File: src/fss_pkg.sv
// ----------------------------------------------------------------------------
// Flash save sequencer package
// Shared types and constants of the flash save sequencer: request and result
// records, configuration record, phase and action codes, and sizing constants.
// ----------------------------------------------------------------------------
package fss_pkg;

    // Flash geometry and image limits.
    localparam int PAGE_BYTES = 256;
    localparam int MAX_PAGES  = 16;
    localparam int PAGE_SHIFT = $clog2(PAGE_BYTES);
    localparam int IMG_CAP    = MAX_PAGES * PAGE_BYTES;

    // Field widths.
    localparam int TIME_W    = 32;
    localparam int TMO_W     = 16;
    localparam int FAIL_W    = 8;
    localparam int IMG_W     = 13;
    localparam int ADDR_W    = 24;
    localparam int LEN_W     = 9;
    localparam int PIDX_W    = 5;
    localparam int CFG_IDX_W = 3;
    localparam int CFG_DAT_W = 24;

    // Sector alignment mask for the base address (4 KiB sectors).
    localparam logic [ADDR_W-1:0] SECTOR_MASK = 24'hFFF000;

    // Configuration register indexes.
    localparam logic [CFG_IDX_W-1:0] REG_ERASE_TIMEOUT = 3'd0;
    localparam logic [CFG_IDX_W-1:0] REG_PAGE_TIMEOUT  = 3'd1;
    localparam logic [CFG_IDX_W-1:0] REG_MAX_FAILURES  = 3'd2;
    localparam logic [CFG_IDX_W-1:0] REG_IMAGE_BYTES   = 3'd3;
    localparam logic [CFG_IDX_W-1:0] REG_BASE_ADDRESS  = 3'd4;

    // Configuration reset values.
    localparam logic [TMO_W-1:0]  RST_ERASE_TIMEOUT = 16'd3000;
    localparam logic [TMO_W-1:0]  RST_PAGE_TIMEOUT  = 16'd1500;
    localparam logic [FAIL_W-1:0] RST_MAX_FAILURES  = 8'd8;
    localparam logic [IMG_W-1:0]  RST_IMAGE_BYTES   = 13'd512;
    localparam logic [ADDR_W-1:0] RST_BASE_ADDRESS  = 24'hFE0000;

    // Request kinds.
    localparam logic KIND_SAVE = 1'b0;
    localparam logic KIND_POLL = 1'b1;

    // Command outcomes; every other code counts as an error.
    localparam logic [1:0] CMD_OK   = 2'd0;
    localparam logic [1:0] CMD_BUSY = 2'd1;

    localparam logic [FAIL_W-1:0] FAIL_SAT = 8'hFF;

    typedef enum logic [1:0] {
        PH_IDLE       = 2'd0,
        PH_ERASE_WAIT = 2'd1,
        PH_PAGE_ISSUE = 2'd2,
        PH_PAGE_WAIT  = 2'd3
    } phase_t;

    typedef enum logic [1:0] {
        ACT_NONE  = 2'd0,
        ACT_ERASE = 2'd1,
        ACT_PAGE  = 2'd2,
        ACT_POLL  = 2'd3
    } action_t;

    typedef struct packed {
        logic              kind;
        logic [TIME_W-1:0] now_ms;
        logic              other_holds_lock;
        logic [1:0]        cmd_result;
        logic              status_ok;
        logic              wip_bit;
    } req_item_t;

    typedef struct packed {
        action_t           action;
        logic [ADDR_W-1:0] flash_addr;
        logic [LEN_W-1:0]  write_len;
        phase_t            phase;
        logic              save_pending;
        logic              lock_held;
        logic [FAIL_W-1:0] fail_count;
        logic              save_done;
    } res_item_t;

    typedef struct packed {
        logic [TMO_W-1:0]  erase_timeout_ms;
        logic [TMO_W-1:0]  page_timeout_ms;
        logic [FAIL_W-1:0] max_failures;
        logic [IMG_W-1:0]  image_bytes;
        logic [ADDR_W-1:0] base_address;
    } cfg_t;

endpackage

File: src/fss_cfg_regs.sv
// ----------------------------------------------------------------------------
// Flash save sequencer configuration registers
// Holds the timeouts, failure limit, image size and base address, written
// through a simple write port.
// ----------------------------------------------------------------------------
module fss_cfg_regs
(
    input  logic                             clk,
    input  logic                             rst_n,
    input  logic                             cfg_we,
    input  logic [fss_pkg::CFG_IDX_W-1:0]    cfg_index,
    input  logic [fss_pkg::CFG_DAT_W-1:0]    cfg_wdata,
    output fss_pkg::cfg_t                    cfg
);

    fss_pkg::cfg_t cfg_reg;
    fss_pkg::cfg_t cfg_next;

    // Decode the write into the addressed register; unknown indexes are ignored.
    always_comb
    begin
        cfg_next = cfg_reg;
        if (cfg_we)
        begin
            case (cfg_index)
                fss_pkg::REG_ERASE_TIMEOUT:
                    cfg_next.erase_timeout_ms = cfg_wdata[fss_pkg::TMO_W-1:0];
                fss_pkg::REG_PAGE_TIMEOUT:
                    cfg_next.page_timeout_ms = cfg_wdata[fss_pkg::TMO_W-1:0];
                fss_pkg::REG_MAX_FAILURES:
                    cfg_next.max_failures = cfg_wdata[fss_pkg::FAIL_W-1:0];
                fss_pkg::REG_IMAGE_BYTES:
                    cfg_next.image_bytes = cfg_wdata[fss_pkg::IMG_W-1:0];
                fss_pkg::REG_BASE_ADDRESS:
                    cfg_next.base_address = cfg_wdata[fss_pkg::ADDR_W-1:0];
                default:
                    cfg_next = cfg_reg;
            endcase
        end
    end

    // Register bank with its documented reset values.
    always_ff @(posedge clk or negedge rst_n)
    begin
        if (!rst_n)
        begin
            cfg_reg.erase_timeout_ms <= fss_pkg::RST_ERASE_TIMEOUT;
            cfg_reg.page_timeout_ms  <= fss_pkg::RST_PAGE_TIMEOUT;
            cfg_reg.max_failures     <= fss_pkg::RST_MAX_FAILURES;
            cfg_reg.image_bytes      <= fss_pkg::RST_IMAGE_BYTES;
            cfg_reg.base_address     <= fss_pkg::RST_BASE_ADDRESS;
        end
        else
        begin
            cfg_reg <= cfg_next;
        end
    end

    assign cfg = cfg_reg;

endmodule

File: src/fss_core.sv
// ----------------------------------------------------------------------------
// Flash save sequencer core
// Holds the save state (phase, pending flag, failures, page, start time and
// lock) and computes one request's result and next state in a single step.
// ----------------------------------------------------------------------------
module fss_core
(
    input  logic                 clk,
    input  logic                 rst_n,
    input  logic                 step_en,
    input  fss_pkg::req_item_t   req,
    input  fss_pkg::cfg_t        cfg,
    output fss_pkg::res_item_t   res
);

    localparam int PCNT_W = fss_pkg::IMG_W + 1 - fss_pkg::PAGE_SHIFT;

    fss_pkg::phase_t                  phase_reg, phase_next;
    logic                             pending_reg, pending_next;
    logic [fss_pkg::FAIL_W-1:0]       fail_reg, fail_next;
    logic [fss_pkg::PIDX_W-1:0]       page_reg, page_next;
    logic [fss_pkg::TIME_W-1:0]       start_reg, start_next;
    logic                             lock_reg, lock_next;

    logic [fss_pkg::IMG_W-1:0]        img_size;
    logic [fss_pkg::IMG_W:0]          img_round;
    logic [PCNT_W-1:0]                page_cnt;
    logic [fss_pkg::IMG_W-1:0]        page_off;
    logic [fss_pkg::IMG_W-1:0]        remain;
    logic                             past_end;
    logic [fss_pkg::LEN_W-1:0]        page_len;
    logic [fss_pkg::ADDR_W-1:0]       sector_base;
    logic [fss_pkg::ADDR_W-1:0]       page_addr;
    logic [fss_pkg::TMO_W-1:0]        limit;
    logic [fss_pkg::TIME_W-1:0]       elapsed;
    logic                             timed_out;
    logic                             wip_clear;
    logic [fss_pkg::PIDX_W-1:0]       page_inc;
    logic                             last_page;
    logic [fss_pkg::FAIL_W-1:0]       fail_inc;
    logic                             fail_drop;
    logic                             issue_free;

    fss_pkg::action_t                 action;
    logic [fss_pkg::ADDR_W-1:0]       addr;
    logic [fss_pkg::LEN_W-1:0]        len;
    logic                             done;

    // Image geometry: clamp the size, round up to pages, locate the current page.
    always_comb
    begin
        img_size  = (cfg.image_bytes > fss_pkg::IMG_W'(fss_pkg::IMG_CAP))
                    ? fss_pkg::IMG_W'(fss_pkg::IMG_CAP) : cfg.image_bytes;
        img_round = {1'b0, img_size} + (fss_pkg::IMG_W + 1)'(fss_pkg::PAGE_BYTES - 1);
        page_cnt  = img_round[fss_pkg::IMG_W:fss_pkg::PAGE_SHIFT];
        page_off  = fss_pkg::IMG_W'({page_reg, {fss_pkg::PAGE_SHIFT{1'b0}}});
        past_end  = (page_off >= img_size);
        remain    = img_size - page_off;
        page_len  = (remain > fss_pkg::IMG_W'(fss_pkg::PAGE_BYTES))
                    ? fss_pkg::LEN_W'(fss_pkg::PAGE_BYTES) : remain[fss_pkg::LEN_W-1:0];
        sector_base = cfg.base_address & fss_pkg::SECTOR_MASK;
        page_addr   = sector_base + fss_pkg::ADDR_W'(page_off);
    end

    // Wait checks, page advance and failure bookkeeping.
    always_comb
    begin
        limit      = (phase_reg == fss_pkg::PH_ERASE_WAIT)
                     ? cfg.erase_timeout_ms : cfg.page_timeout_ms;
        elapsed    = req.now_ms - start_reg;
        timed_out  = (elapsed > fss_pkg::TIME_W'(limit));
        wip_clear  = req.status_ok && !req.wip_bit;
        page_inc   = page_reg + fss_pkg::PIDX_W'(1);
        last_page  = ({1'b0, page_inc} >= PCNT_W'(page_cnt));
        fail_inc   = (fail_reg == fss_pkg::FAIL_SAT) ? fail_reg
                     : fail_reg + fss_pkg::FAIL_W'(1);
        fail_drop  = (fail_inc >= cfg.max_failures);
        issue_free = !req.other_holds_lock && !lock_reg;
    end

    // Next state of the sequencer.
    always_comb
    begin
        phase_next   = phase_reg;
        pending_next = pending_reg;
        fail_next    = fail_reg;
        page_next    = page_reg;
        start_next   = start_reg;
        lock_next    = lock_reg;
        if (step_en)
        begin
            if (req.kind == fss_pkg::KIND_SAVE)
            begin
                pending_next = 1'b1;
            end
            else
            begin
                case (phase_reg)
                    fss_pkg::PH_IDLE:
                    begin
                        // Start the erase once nobody holds the lock.
                        if (pending_reg && issue_free)
                        begin
                            if (req.cmd_result == fss_pkg::CMD_OK)
                            begin
                                pending_next = 1'b0;
                                lock_next    = 1'b1;
                                fail_next    = '0;
                                phase_next   = fss_pkg::PH_ERASE_WAIT;
                                page_next    = '0;
                                start_next   = req.now_ms;
                            end
                            else if (req.cmd_result != fss_pkg::CMD_BUSY)
                            begin
                                pending_next = 1'b0;
                            end
                        end
                    end
                    fss_pkg::PH_ERASE_WAIT, fss_pkg::PH_PAGE_WAIT:
                    begin
                        if (timed_out)
                        begin
                            lock_next  = 1'b0;
                            phase_next = fss_pkg::PH_IDLE;
                            fail_next  = fail_inc;
                            if (fail_drop)
                            begin
                                pending_next = 1'b0;
                            end
                        end
                        else if (wip_clear)
                        begin
                            lock_next = 1'b0;
                            if (phase_reg == fss_pkg::PH_ERASE_WAIT)
                            begin
                                phase_next = fss_pkg::PH_PAGE_ISSUE;
                            end
                            else
                            begin
                                page_next = page_inc;
                                if (last_page)
                                begin
                                    phase_next = fss_pkg::PH_IDLE;
                                    fail_next  = '0;
                                end
                                else
                                begin
                                    phase_next = fss_pkg::PH_PAGE_ISSUE;
                                end
                            end
                        end
                    end
                    fss_pkg::PH_PAGE_ISSUE:
                    begin
                        if (issue_free)
                        begin
                            if (!past_end && req.cmd_result == fss_pkg::CMD_OK)
                            begin
                                lock_next  = 1'b1;
                                phase_next = fss_pkg::PH_PAGE_WAIT;
                                start_next = req.now_ms;
                            end
                            else if (past_end || req.cmd_result != fss_pkg::CMD_BUSY)
                            begin
                                lock_next  = 1'b0;
                                phase_next = fss_pkg::PH_IDLE;
                                fail_next  = fail_inc;
                                if (fail_drop)
                                begin
                                    pending_next = 1'b0;
                                end
                            end
                        end
                    end
                    default:
                    begin
                        phase_next = phase_reg;
                    end
                endcase
            end
        end
    end

    // Command reported for this request.
    always_comb
    begin
        action = fss_pkg::ACT_NONE;
        addr   = '0;
        len    = '0;
        done   = 1'b0;
        if (req.kind == fss_pkg::KIND_POLL)
        begin
            case (phase_reg)
                fss_pkg::PH_IDLE:
                begin
                    if (pending_reg && issue_free)
                    begin
                        action = fss_pkg::ACT_ERASE;
                        addr   = sector_base;
                    end
                end
                fss_pkg::PH_ERASE_WAIT, fss_pkg::PH_PAGE_WAIT:
                begin
                    if (!timed_out)
                    begin
                        action = fss_pkg::ACT_POLL;
                        done   = wip_clear && (phase_reg == fss_pkg::PH_PAGE_WAIT)
                                 && last_page;
                    end
                end
                fss_pkg::PH_PAGE_ISSUE:
                begin
                    if (issue_free && !past_end)
                    begin
                        action = fss_pkg::ACT_PAGE;
                        addr   = page_addr;
                        len    = page_len;
                    end
                end
                default:
                begin
                    action = fss_pkg::ACT_NONE;
                end
            endcase
        end
    end

    // Result record: command plus the state after the step.
    always_comb
    begin
        res.action       = action;
        res.flash_addr   = addr;
        res.write_len    = len;
        res.phase        = phase_next;
        res.save_pending = pending_next;
        res.lock_held    = lock_next;
        res.fail_count   = fail_next;
        res.save_done    = done;
    end

    // Sequencer state registers.
    always_ff @(posedge clk or negedge rst_n)
    begin
        if (!rst_n)
        begin
            phase_reg   <= fss_pkg::PH_IDLE;
            pending_reg <= 1'b0;
            fail_reg    <= '0;
            page_reg    <= '0;
            start_reg   <= '0;
            lock_reg    <= 1'b0;
        end
        else
        begin
            phase_reg   <= phase_next;
            pending_reg <= pending_next;
            fail_reg    <= fail_next;
            page_reg    <= page_next;
            start_reg   <= start_next;
            lock_reg    <= lock_next;
        end
    end

    // The lock is held exactly while a command waits for its WIP bit.
    a_lock_matches_wait: assert property (@(posedge clk) disable iff (!rst_n)
        lock_reg == (phase_reg == fss_pkg::PH_ERASE_WAIT ||
                     phase_reg == fss_pkg::PH_PAGE_WAIT))
        else $error("lock flag disagrees with the wait phase");

    // The page index never runs past the page count of the largest image (one past its last page).
    a_page_bound: assert property (@(posedge clk) disable iff (!rst_n)
        page_reg <= fss_pkg::PIDX_W'(fss_pkg::MAX_PAGES))
        else $error("page index beyond the image area");

    // Without a step the sequencer state holds.
    a_hold_without_step: assert property (@(posedge clk) disable iff (!rst_n)
        !step_en |=> $stable(phase_reg) && $stable(fail_reg) && $stable(pending_reg))
        else $error("sequencer state changed without a request");

    // A completed save returns to idle with the failure count cleared.
    a_done_idle: assert property (@(posedge clk) disable iff (!rst_n)
        step_en && done |=> phase_reg == fss_pkg::PH_IDLE && fail_reg == '0)
        else $error("save completion left the sequencer busy");

endmodule

File: src/flash_save_sequencer.sv
// ----------------------------------------------------------------------------
// Flash save sequencer
// Takes one request per clock (save request or poll step) unless stalled and
// returns one result per request, in order. A request is registered on
// acceptance, decided against the sequencer state once the result register is
// free or draining, and written to the result register; the result register
// decouples the output, so the input keeps flowing while a result waits to be
// taken and stalls only when both the request and result registers are full
// and the held result is not being taken. Configuration is to be written by
// the user only while no request is in flight; the block does not enforce it.
// ----------------------------------------------------------------------------
module flash_save_sequencer
(
    input  logic                             clk,
    input  logic                             rst_n,
    input  logic                             req_valid,
    output logic                             req_ready,
    input  fss_pkg::req_item_t               req_item,
    output logic                             res_valid,
    input  logic                             res_ready,
    output fss_pkg::res_item_t               res_item,
    input  logic                             cfg_we,
    input  logic [fss_pkg::CFG_IDX_W-1:0]    cfg_index,
    input  logic [fss_pkg::CFG_DAT_W-1:0]    cfg_wdata
);

    fss_pkg::cfg_t       cfg;
    fss_pkg::req_item_t  in_data_reg;
    logic                in_vld_reg, in_vld_next;
    fss_pkg::res_item_t  out_data_reg;
    logic                out_vld_reg, out_vld_next;
    fss_pkg::res_item_t  step_res;
    logic                step_en;
    logic                req_take;

    fss_cfg_regs u_cfg
    (
        .clk       (clk),
        .rst_n     (rst_n),
        .cfg_we    (cfg_we),
        .cfg_index (cfg_index),
        .cfg_wdata (cfg_wdata),
        .cfg       (cfg)
    );

    fss_core u_core
    (
        .clk     (clk),
        .rst_n   (rst_n),
        .step_en (step_en),
        .req     (in_data_reg),
        .cfg     (cfg),
        .res     (step_res)
    );

    // Handshake: a held request steps when the result register is free or draining.
    always_comb
    begin
        step_en      = in_vld_reg && (!out_vld_reg || res_ready);
        req_ready    = !in_vld_reg || step_en;
        req_take     = req_valid && req_ready;
        in_vld_next  = req_take || (in_vld_reg && !step_en);
        out_vld_next = step_en || (out_vld_reg && !res_ready);
    end

    // Valid flags.
    always_ff @(posedge clk or negedge rst_n)
    begin
        if (!rst_n)
        begin
            in_vld_reg  <= 1'b0;
            out_vld_reg <= 1'b0;
        end
        else
        begin
            in_vld_reg  <= in_vld_next;
            out_vld_reg <= out_vld_next;
        end
    end

    // Request and result payload registers.
    always_ff @(posedge clk)
    begin
        if (req_take)
        begin
            in_data_reg <= req_item;
        end
        if (step_en)
        begin
            out_data_reg <= step_res;
        end
    end

    assign res_valid = out_vld_reg;
    assign res_item  = out_data_reg;

endmodule
File: config.mk
export PLATFORM = sky130hd
export DESIGN_NAME = flash_save_sequencer
export DESIGN_NICKNAME = d
export VERILOG_FILES = /design/src/fss_pkg.sv /design/src/fss_cfg_regs.sv /design/src/fss_core.sv /design/src/flash_save_sequencer.sv
export SDC_FILE = /design/constraint.sdc
export NUM_CORES = 1
export LEC_CHECK = 0
export BUFFER_PORTS_ARGS = -buffer_cell sky130_fd_sc_hd__buf_2
export CAP_MARGIN = 20
export CORE_MARGIN = 2
export CORE_UTILIZATION = 35
export DETAILED_ROUTE_END_ITERATION = 10
export HOLD_SLACK_MARGIN = 0.02
export PLACE_DENSITY = 0.62
export SLEW_MARGIN = 0
export SYNTH_ARGS = -nofsm -noshare
export SYNTH_HDL_FRONTEND = slang
export SYNTH_SLANG_ARGS = --single-unit
File: constraint.sdc
create_clock -name clk -period 6.2 [get_ports clk]
set_input_delay 0.93 -clock clk [delete_from_list [all_inputs] [get_ports clk]]
set_output_delay 0.93 -clock clk [all_outputs]
set_load 0.01 [all_outputs]
### Word level (Yosys, flattened, before mapping)

Index checks and enable logic that the tools add are counted.

* register bits after elaboration: 214
* output and inout bits: 50
* logic and storage cells: 167

* $add $sub $neg: 6
* $lt $le $gt $ge: 6
* equal/unequal tests: 16
* multiplexer cells: 67
* bitwise gates (word level): 4
* reductions and logical operators: 40

Operators with widths (number)
* 32-bit two-way mux: 4
* 8-bit two-way mux: 12
* 32-bit case mux with 2 select lines: 1
* 24-bit two-way mux: 2
* 24-bit case mux with 2 select lines: 1
* 32-bit by 16-bit > comparator with 1-bit output: 1
* 32-bit subtractor: 1
* 2-bit two-way mux: 13
* 5-bit two-way mux: 5
* 24-bit by 13-bit adder with 24-bit output: 1
* 8-bit case mux with 3 select lines: 1
* 1-bit two-way mux: 20
* 16-bit two-way mux: 1
* 13-bit by 8-bit adder with 14-bit output, second input constant: 1
* 13-bit >= comparator: 1
* 13-bit > comparator, second input constant: 1
* 13-bit by 9-bit > comparator with 1-bit output, second input constant: 1
* 13-bit two-way mux: 1
* 13-bit subtractor: 1
* 2-bit by 1-bit != test with 1-bit output, second input constant: 6
* 2-bit case mux with 3 select lines: 2
* 1-bit logical AND: 11
* 5-bit case mux with 2 select lines: 1
* 2-bit AND reduction: 5
* other kinds (25): 45

### Logic depth before layout (Yosys ltp)

* depth in word-level cells: 11
* gate-level depth with buffers: 22
* depth with buffers taken out: 21

### By module

Synthesis repeated with hierarchy kept, for this count alone.

* cell total of the unflattened synthesis: 1045
* area, all modules: 11908.9 µm²

By module, submodules not included
* fss_core: instances 1, cells each 784, area an instance 6272.3 µm², seq. area each 1226.2 µm²
* fss_cfg_regs: instances 1, cells each 167, area an instance 2950.3 µm², seq. area each 1955.6 µm²
* flash_save_sequencer: instances 1, cells each 94, area an instance 2686.3 µm², seq. area each 2632.5 µm²

### Worst setup path after synthesis

OpenSTA, ideal clock, no wires.

* kind: reg2reg
* start point: reg in_data_reg[5] in the netlist's numbering
* end point: reg out_data_reg, in the netlist res_item[3] (data pin)
* arrival time: 4.054 ns
* required time: 5.935 ns
* setup slack: 1.880 ns
* stages on the path, launching flop included: 22
* path buffers: 1
* period minus slack after synthesis: 4.320 ns
* cells stage by stage: edfxtp_1 -> inv_1 -> ha_1 -> inv_1 -> fa_1 -> a211oi_1 -> o211ai_1 -> a21boi_1 -> o21ai_0 -> xor2_1 -> ha_1 -> nand4_1 -> a21oi_1 -> a211oi_1 -> a21oi_1 -> a211oi_1 -> and4_1 -> nand4_2 -> nor3_4 -> buf_6 -> mux2i_1 -> a221o_1

RTL lines
* start, declared: line flash_save_sequencer.sv:28 `fss_pkg::req_item_t in_data_reg;`
* start signal, assigned: line flash_save_sequencer.sv:86 `in_data_reg <= req_item;`
* end signal, assigned: line flash_save_sequencer.sv:90 `out_data_reg <= step_res;`
* end, declared: line flash_save_sequencer.sv:30 `fss_pkg::res_item_t out_data_reg;`

==> results.yml <==
clock_network:
  cts_tree: "done"
  insertion_delay_ns: 0.44
  cts_root_buffer: "clkbuf_16"
  cts_hold_buf: 0
  path_clk_slew_ns: 0.08
  cts.htree.levels: 4
  ctsResizeCount: 0
  numCtsBuffers: 17
  clock-sinks: 194
  post_cts_buffers: 0
  cts_buffer_depth: 2
power_and_ir_drop:
  p_comb_frac: 0.456
  switching_power_mw: 2.07
  seq_power_share: 0.341
  power_mw: 5.23
  sw_frac_of_total: 0.396
  power_frac_clock: 0.203
  power.density_nw_per_um2: 415
  vdd_drop_max_uv: 215
  p_int_mw: 3.16
  power.leakage_nw: 5.34
yosys:
  yosysTopAreaCell: "edfxtp_1"
  ys_seq_area_frac: 0.478
  yosysWarnings: 0
  synth_seq_cells: 194
  synth_top_cell_area_share: 0.212
  synthCells: 1060
  synth_edf_count: 78
  ys_types: 74
  ys_top_cells_by_area: "edfxtp_1, dfrtp_1, ha_1"
  async_flop_share: 0.598
  ys.flop_type: "dfrtp_1"
  syn_area_per_cell_um2: 10.4
  netlist_area_um2: 11000
floorplanning:
  die_x_um: 182
  fp.dieArea_um2: 33000
  die-height_um: 182
  start_util: 0.353
  io_pins: 120
  num_rows: 65
  core_um2: 31300
final_layout:
  num-nets-final: 1311
  fill_cells: 3032
  stdcell_count: 1582
  syn2layout_area_growth_pct: 14.0
  final_layout_size_suffix_gt1_frac: 0.217
  seqCellArea_um2: 5270
  multi_input_area_um2: 5370
  largest_reg_flops: 65
route:
  drt.antenna.violating_nets: 0
  routed_via_density: 5.11
  vias: 8084
  drc: 0
  wire_per_inst_um: 15.7
  drt-initial-drc-count: 621
  dr.pass1.iters: 5
  drt_wl_total_um: 24800
global_route:
  grt_antenna_before_repair: 1
  grt_max_degree: 69
  grt_pass1_vias: 7870
  gr-total-overflow: 0
  grt_first_pass_wirelength_um: 40300
  grt_use_total: 0.153
critical_path:
  path_class: "reg2reg"
  worstSetupStartpointType: "register"
  path_buf_inv: 2
  crit_path_max_fanout: 13
  cp.required_ns: 6.45
  cp_top_family: "compound AO/OA/AOI/OAI gates"
  cp_slowest_cell: "nor3_4"
  max_stage_delay_ns: 0.58
  path_common_cell: "a211oi_1"
  reg2reg_slack_ns: 1.10
  arrival_ns: 5.34
  end_kind: "register"
  crit_chain: "inv_1 -> ha_1 -> inv_1 -> fa_1 -> a211oi_1 -> o211ai_1 -> a21boi_1 -> o21ai_0 -> xor2_1 -> ha_1 -> nand4_1 -> a21oi_1 -> a211oi_1 -> a21oi_1 -> a211oi_1 -> and4_1 -> nand4_2 -> nor3_4 -> nand2_1 -> o31ai_1"
sta:
  setup_tns_ns: 0
  period_share: 0.822
  slew_headroom: 0.326
  fmax_ghz: 0.196
  fin_crit_ns: 5.10
  finalClockSkew_ns: 0.0154
  hold_viol: 0
  setup_viol_count_final: 0
  tightest_slew_ns: 1.01
  drv_slew: 0
  rsz0062_at_grt: "no"
place:
  dp.cells: 1547
  io_buffers: 111
  dp_hpwl_um: 18500
  place.gp.congestion: 0.847
hold_path:
  hp-class: "reg2reg"
flow_run:
  drv_cap: 0
run_status:
  status: "finished clean"
Yosys cell counts, types with 3 or more instances:
master    number
ha_1          73
a21oi_1       65
a22o_1         3
nor2_1        67
and2_1        14
nand2b_1      16
and4_1         4
nand2_1      106
buf_4          8
dfrtp_1       93
dfstp_2       23
o211ai_1       6
edfxtp_1      78
mux2_2        63
o21ai_0       80
nand3_1       26
a21o_1        16
o21ai_1        7
or2_2          4
xnor2_1       23
nand4_1       13
inv_1         64
a221o_1        6
nor3_1        12
o21a_1         8
a211oi_1       8
or3_1          4
a31oi_1        6
mux2i_1       26
o21bai_1       8
a311oi_1       3
nand3b_1       3
a22oi_1        3
nor2b_1       13
clkbuf_1      29
nor3b_1        4
nor4_1         6
xor2_1         9
and3_1        14
o221ai_1       3
final cells by class:
| class | instances | share of cell area |
|---|---|---|
| well taps | 402 | 0.0399 |
| flip-flops and latches | 194 | 0.419 |
| multi-input cells | 767 | 0.427 |
| inverters | 64 | 0.0191 |
| diodes | 1 | 0.000199 |
| clock buffers | 18 | 0.0341 |
| repair buffers | 122 | 0.0519 |
| clock inverters | 14 | 0.00954 |
metal layers:
layer  track usage  part of all wire
met1         0.199              0.47
met3        0.0317             0.041
met2         0.260              0.48
met4        0.0384             0.010
met5             0                 0
cell families (layout without fill, tap and decap cells):
family | count (synthesis) | after routing | share of synthesized area
other | 1 | 9 | 0.000340
and+or+nand+nor | 313 | 313 | 0.138
muxes | 91 | 91 | 0.0902
DFF | 194 | 194 | 0.478
AOI/OAI and AO/OA | 248 | 248 | 0.142
xor gates and xnor gates | 32 | 32 | 0.0254
buffers and inverters | 106 | 218 | 0.0403
adders and majority gates | 75 | 75 | 0.0863
power groups by stage:
stage	sequential (mW)	combinational, mW	clock (mW)
after global routing	1.82	2.69	1.14
after floorplan	1.77	1.82	0
after global placement	1.80	2.31	0
after detailed placement	1.81	2.36	0
after CTS	1.78	2.38	1.09
final	1.78	2.38	1.06
cell usage in the layout, fill, tap and decap left out, types with 7 or more instances in the layout:
cell       Yosys  layout
and2_1        14      13
nand2_1      106     106
nand4_1       13      13
mux2_2        63      63
dfrtp_1       93      93
clkbuf_16      0      17
o21a_1         8       8
inv_6          0       7
buf_2          2     110
ha_1          73      73
a211oi_1       8       8
nor3_1        12      11
xor2_1         9       9
and3_1        14      14
o21ai_0       80      80
nand3_1       26      26
dfstp_2       23      23
xnor2_1       23      23
inv_1         64      63
nor2b_1       13      13
nor2_1        67      67
buf_4          8      10
mux2i_1       26      26
edfxtp_1      78      78
nand2b_1      16      16
a21o_1        16      16
conb_1         1       8
o21bai_1       8       8
o21ai_1        7       7
a21oi_1       65      64
path summary, 6_finish.rpt:
path / start / end / cells past startpoint
worst max-delay path: in_data_reg[5]$_DFFE_PP_ / res_item[11]$_DFFE_PP_ / 20
worst min-delay path: in_data_reg[32]$_DFFE_PP_ / u_core.start_reg[27]$_DFFE_PN0P_ / 2
worst max register to register: in_data_reg[5]$_DFFE_PP_ / res_item[11]$_DFFE_PP_ / 20
worst min register to register: in_data_reg[32]$_DFFE_PP_ / u_core.start_reg[27]$_DFFE_PN0P_ / 2
max in group asynchronous: rst_n / u_cfg.cfg[67]$_DFFE_PN0P_ / 2
min in group asynchronous: rst_n / u_core.fail_reg[2]$_DFF_PN0_ / 1
worst register-to-register path, stage by stage, from the launching register on:
cell and delay (ns):
edfxtp_1 0.38, inv_1 0.07, ha_1 0.16, inv_1 0.05, fa_1 0.41, a211oi_1 0.27
o211ai_1 0.19, a21boi_1 0.30, o21ai_0 0.19, xor2_1 0.19, ha_1 0.31, nand4_1 0.14
a21oi_1 0.05, a211oi_1 0.22, a21oi_1 0.11, a211oi_1 0.20, and4_1 0.22, nand4_2 0.21
nor3_4 0.59, nand2_1 0.28, o31ai_1 0.36
metrics by stage:
| step | util | setup WS [ns] | area [µm²] | hold WS, ns |
|---|---|---|---|---|
| 3_5_place_dp | 0.384 | 1.11 | 12000 | 0.484 |
| 4_1_cts | 0.401 | 1.10 | 12600 | 0.505 |
| 2_1_floorplan | - | 1.88 | 11100 | 0.457 |
| 3_3_place_gp | 0.384 | 1.28 | 12000 | 0.469 |
| 5_1_grt | 0.402 | 0.674 | 12600 | 0.534 |
| 6_report | 0.402 | 1.10 | 12600 | 0.497 |
No activity file was read; power rests on OpenSTA's default activity.
